[config.mk]
export PLATFORM = sky130hd
export DESIGN_NAME = dfd_ctrl
export DESIGN_NICKNAME = d
export VERILOG_FILES = /design/src/rtl/core/dfd_pkg.sv /design/src/rtl/core/dfd_ctrl.sv
export SDC_FILE = /design/constraint.sdc
export NUM_CORES = 1
export LEC_CHECK = 0
export BUFFER_PORTS_ARGS = -buffer_cell sky130_fd_sc_hd__buf_2
export CAP_MARGIN = 20
export CORE_AREA = 2 2 39 41
export DETAILED_ROUTE_END_ITERATION = 8
export DIE_AREA = 0 0 41 43
export PLACE_DENSITY_LB_ADDON = 0.08
export REMOVE_ABC_BUFFERS = 1
export SETUP_SLACK_MARGIN = 0.5
export SYNTH_ARGS = -nofsm -noshare
export SYNTH_HDL_FRONTEND = slang
export SYNTH_SLANG_ARGS = --single-unit
[constraint.sdc]
create_clock -name clk -period 1.6 [get_ports clk]
set_input_delay 0.16 -clock clk [delete_from_list [all_inputs] [get_ports clk]]
set_output_delay 0.16 -clock clk [all_outputs]
set_load 0.1 [all_outputs]
[src/rtl/core/dfd_pkg.sv]
// Shared types and constants for the deauthentication flood detector.
`default_nettype none
package dfd_pkg;

	localparam int CFG_INDEX_W = 2;
	localparam int CFG_DATA_W  = 48;

	localparam logic [CFG_INDEX_W-1:0] REG_WINDOW_US      = 2'd0;
	localparam logic [CFG_INDEX_W-1:0] REG_SENSOR_ADDRESS = 2'd1;

	localparam logic [31:0] WINDOW_US_RESET = 32'd500000;

	localparam logic [1:0] FC_TYPE_MGMT      = 2'h0;
	localparam logic [3:0] FC_SUBTYPE_DEAUTH = 4'hC;

	typedef enum logic [2:0] {
		ST_IDLE,
		ST_UPD,
		ST_CMP,
		ST_WAIT,
		ST_APPEND,
		ST_CHECK,
		ST_DIV,
		ST_EMIT
	} dfd_state_t;

	typedef struct packed {
		logic capture;
		logic str_upd;
		logic drop;
		logic append;
		logic alarm_start;
		logic div_step;
		logic emit;
	} dp_cmd_t;

	typedef struct packed {
		logic match;
		logic prune_ok;
		logic alarm_hit;
		logic div_done;
		logic out_free;
	} dp_sts_t;

	function automatic logic is_deauth(input logic mgmt, input logic [7:0] fcl);
		is_deauth = mgmt && (fcl[3:2] == FC_TYPE_MGMT) && (fcl[7:4] == FC_SUBTYPE_DEAUTH);
	endfunction

endpackage
`default_nettype wire

[src/rtl/core/dfd_ctrl.sv]
// Sequencer for frame update, prune walk, alarm check, divide and emit.
`default_nettype none
module dfd_ctrl (
	input  wire logic             clk,
	input  wire logic             arst_n,
	input  wire logic             in_valid,
	output logic                  in_stall,
	input  wire dfd_pkg::dp_sts_t sts,
	output dfd_pkg::dp_cmd_t      cmd
);
	import dfd_pkg::*;

	dfd_state_t state_q, state_d;

	always_ff @(posedge clk or negedge arst_n) begin
		if (!arst_n) begin
			state_q <= ST_IDLE;
		end else begin
			state_q <= state_d;
		end
	end

	always_comb begin
		state_d  = state_q;
		cmd      = '0;
		in_stall = 1'b1;
		case (state_q)
			ST_IDLE: begin
				in_stall = 1'b0;
				// non-matching beats are taken and dropped here
				if (in_valid && sts.match) begin
					cmd.capture = 1'b1;
					state_d     = ST_UPD;
				end
			end
			ST_UPD: begin
				cmd.str_upd = 1'b1;
				state_d     = ST_CMP;
			end
			ST_CMP: begin
				if (sts.prune_ok) begin
					cmd.drop = 1'b1;
					state_d  = ST_WAIT;
				end else begin
					state_d = ST_APPEND;
				end
			end
			// time at the new oldest slot is read here for the next compare
			ST_WAIT: state_d = ST_CMP;
			ST_APPEND: begin
				cmd.append = 1'b1;
				state_d    = ST_CHECK;
			end
			ST_CHECK: begin
				if (sts.alarm_hit) begin
					cmd.alarm_start = 1'b1;
					state_d         = ST_DIV;
				end else begin
					state_d = ST_IDLE;
				end
			end
			ST_DIV: begin
				if (sts.div_done) begin
					state_d = ST_EMIT;
				end else begin
					cmd.div_step = 1'b1;
				end
			end
			ST_EMIT: begin
				if (sts.out_free) begin
					cmd.emit = 1'b1;
					state_d  = ST_IDLE;
				end
			end
			default: state_d = ST_IDLE;
		endcase
	end

endmodule
`default_nettype wire

# Yosys cells after proc, flatten, opt, wreduce, memory -nomap -nowiden
# Cells that the tools add are included.
[totals]
ff_bits = 3
input_bits = 8
output_inout_bits = 8
[classes]
n_eq_ne = 10
mux = 19
reduce_logical = 4
[ops]
columns = ["operator", "n"]
rows = [
  ["$pmux 3 s7", 1],
  ["$mux 3", 5],
  ["$mux 1", 13],
  ["$eq 3x3->1 const B", 4],
  ["$eq 3x2->1 const B", 2],
  ["$ne 2x2->1 const B", 3],
  ["$eq 3x1->1 const B", 1],
  ["$logic_not 3->1", 1],
  ["$reduce_and 3->1", 1],
  ["$reduce_or 2->1", 1],
  ["$logic_and 1x1->1", 1],
]

# Depth between registers and ports, before layout
[logic_depth]
ltp_word = 3
depth_mapped = 4
depth_no_buf = 3

# Worst setup path after synthesis
# No wires, ideal clock.
[synth_path]
kind = "reg-to-output"
from = "register state_q[2]"
to = "output cmd[5] in the netlist's numbering"
arrival_ns = 2.744
t_required_ns = 1.440
setup_slack_ns = -1.304
path_stages_with_launch = 3
path_buffers = 1
cell_sequence = "dfrtp_1 -> buf_4 -> nor3b_1"
[synth_rtl]
columns = ["item", "line", "rtl"]
rows = [
  ["start: declaration", "dfd_ctrl.sv:13", "dfd_state_t state_q, state_d;"],
  ["start signal: assignment", "dfd_ctrl.sv:19", "state_q <= state_d;"],
  ["end: declaration", "dfd_ctrl.sv:9", "output dfd_pkg::dp_cmd_t cmd"],
]

==> out/qor.txt <==
Yosys reg bits - 3
Biggest regs - state_q: 3 flops
Post-DP Area - 461.7 um^2
# setup viols final - 0
Reg with most FFs - state_q
Crit path required time - 1.44 ns
Switching pwr - 0.9427 mW
Total chip power - 1.842 mW
Crit Path Max Fanout - 6
Sequential cell fraction of total power - 13.1%
Longest Clk Path Bufs - 2
Worst Setup Path Type - reg -> out
Mapped cell area - 276.5 um^2
First-pass GRT wire length - 1.759 mm
CTS tree - built
Max reg flops - 3
Hold WC Path Type - in -> async
Pwr dens - 2517 nW/um^2
Initial Util - 19.98%
Antenna violations before repair - 0
Combinational power share - 79.3%
Max Fclk - 685.7 MHz
Fin crit share - 91.15%
Startpoint types - register
Post-route ant nets - 0
DR vias/cell - 4.643
Sw Ratio - 51.17%
Mean Syn Cell Area - 7.900 um^2
Worst-Margin Slew - 0.2158 ns
Num ports - 16
CTS H-tree depth - 1
Total number of yosys warnings - 0
ANT cells - 0
Area of the core - 1384 um^2
Clock skew - 0.007238 ns
Netlist cell types - 21
Die W - 41 um
Cell-internal power - 0.8997 mW
Placer Congestion - 0.7324
Worst EP arrival - 1.30 ns
Max Cap Viol - 0
Fin area - 732.0 um^2
DR iter-0 viols - 0
Num CTS Buffers - 3
Worst IR Drop VDD - 1130 uV
# rows - 14
Post-synthesis sequential area ratio - 27.15%
Leakage - 0.3226 nW
Core Util, Final - 52.89%
WL/cell - 13.55 um
Vias in the first global route - 420
Crit. End Element - output pin
Nets - 77
Gr usage total - 15.91%
Final Critical Period - 1.458 ns
CTS root buf - clkbuf_4
Slew Viols, Final - 0
Clock Pin Slew Worst Setup and Hold Paths - 0.04 ns
DIE AREA - 1763 um^2
Outcome - finished clean
WL final - 1.138 mm
Final Hold Vio Count - 0
Post-Syn Instances - 35
Grt total ovfl - 0
Synth area leaders - dfrtp_1, buf_6, a21oi_1, nand2_1, nor3_4
Area share of the largest cell type after synthesis - 27.15%
Die height - 43 um
Clock Power Share - 7.6%
Relative slew slack - 85.61%
Area grow syn2layout - 164.7%
Pin count of the biggest net entering global routing - 8
Port buffer count - 15
Total vias in the final route - 390
Share of cells above drive strength 1 - 77.94%
Drt drc - 0
RSZ-0062 raised after global routing - yes
Clock Sinks - 3
Detail Placement HPWL - 549.7 um
Drt pass-1 iters - 1
Clk_lat worst skew - 0.24 ns
Area leader, netlist - dfrtp_1
[stage by stage]
| step | instances | setup slack [ns] | hold WS (ns) | TNS (ns) |
|---|---|---|---|---|
| global placement | 63 | 0.2313 | -0.04373 | 0 |
| detailed placement | 63 | 0.2201 | -0.04294 | 0 |
| floorplan | 32 | -1.325 | -0.1356 | -5.927 |
| finish | 84 | 0.1417 | 0.2489 | 0 |
| global route | 84 | 0.08310 | 0.2507 | 0 |
| CTS | 80 | 0.1279 | 0.2462 | 0 |
[worst paths after layout]
check,start,end,slack (ns),cells past startpoint
worst max-delay path,state_q[0],cmd[3],0.14,3
worst min-delay path,arst_n,state_q[0],0.25,2
worst max register to register,state_q[1],state_q[1],0.39,6
worst min register to register,state_q[1],state_q[2],0.70,3
max in group asynchronous,arst_n,state_q[1],1.22,2
min in group clk,sts[4],state_q[0],0.25,3
[final cells by class]
cell class,instances,area (um^2)
sequential,3,78.83
fill,128,651.9
inverter,2,7.507
multi-input combinational,27,259.0
tap,16,20.02
timing repair buffer,32,340.3
clock buffer,4,26.28
[worst max-delay path, cell delays in order, from the launching register on]
cell and delay [ns]:
dfrtp_2 0.48, buf_4 0.17, nor3b_4 0.20, buf_12 0.20
[metal layers]
metal  vias to the layer above  part of all wire (%)  global-route usage, %
li1                        187                     -                      -
met1                       189                    39                  15.91
met2                        12                    53                  25.31
met3                         2                   6.3                  8.377
met4                         0                  0.70                  8.000
met5                         -                     0                      0
[cells in the mapped netlist]
library cell  instances
buf_6                 2
and3_1                1
inv_1                 1
a21boi_1              1
nor2_1                2
nand2b_1              2
nor2b_1               1
nand4_1               1
a21oi_1               4
o211ai_1              1
nor2_2                1
inv_2                 1
nor3_1                2
nand2_1               5
nor3_4                1
o21a_1                1
dfrtp_1               3
nor3b_1               2
a2bb2oi_1             1
nand3b_1              1
buf_4                 1
[cell usage in the layout (no fill, tap or decap), drive strengths merged, types with 2 or more instances in the layout]
cell type  count
nor3b          2
clkbuf         4
nor3           3
dfrtp          3
nand2b         2
nand2          5
nor2           3
inv            2
buf           31
a21oi          4
[logic make-up (layout without fill, tap and decap cells)]
family | after synthesis | count (layout) | synth area share (%)
buf+inv | 5 | 38 | 13.57
simple gates | 19 | 19 | 40.73
compound gates | 8 | 8 | 18.56
flops | 3 | 3 | 27.15
[power by group through the flow]
stage          sequential, mW  clock, mW  combinational [mW]
2_1_floorplan           0.223          0               0.591
3_3_place_gp            0.254          0               0.876
3_5_place_dp            0.260          0               0.878
4_1_cts                 0.246      0.143                1.30
5_1_grt                 0.252      0.159                1.53
6_report                0.241      0.140                1.46
[timing repair]
action | CTS | global route
endpoints found under the hold margin | 3 | 0
resized for setup | 25 | 7
setup buffers | 12 | 4
setup endpoints to repair | 11 | 11
hold buffers | 1 | 0
pin swaps | 7 | 3
(Power assumes the default switching activity.)
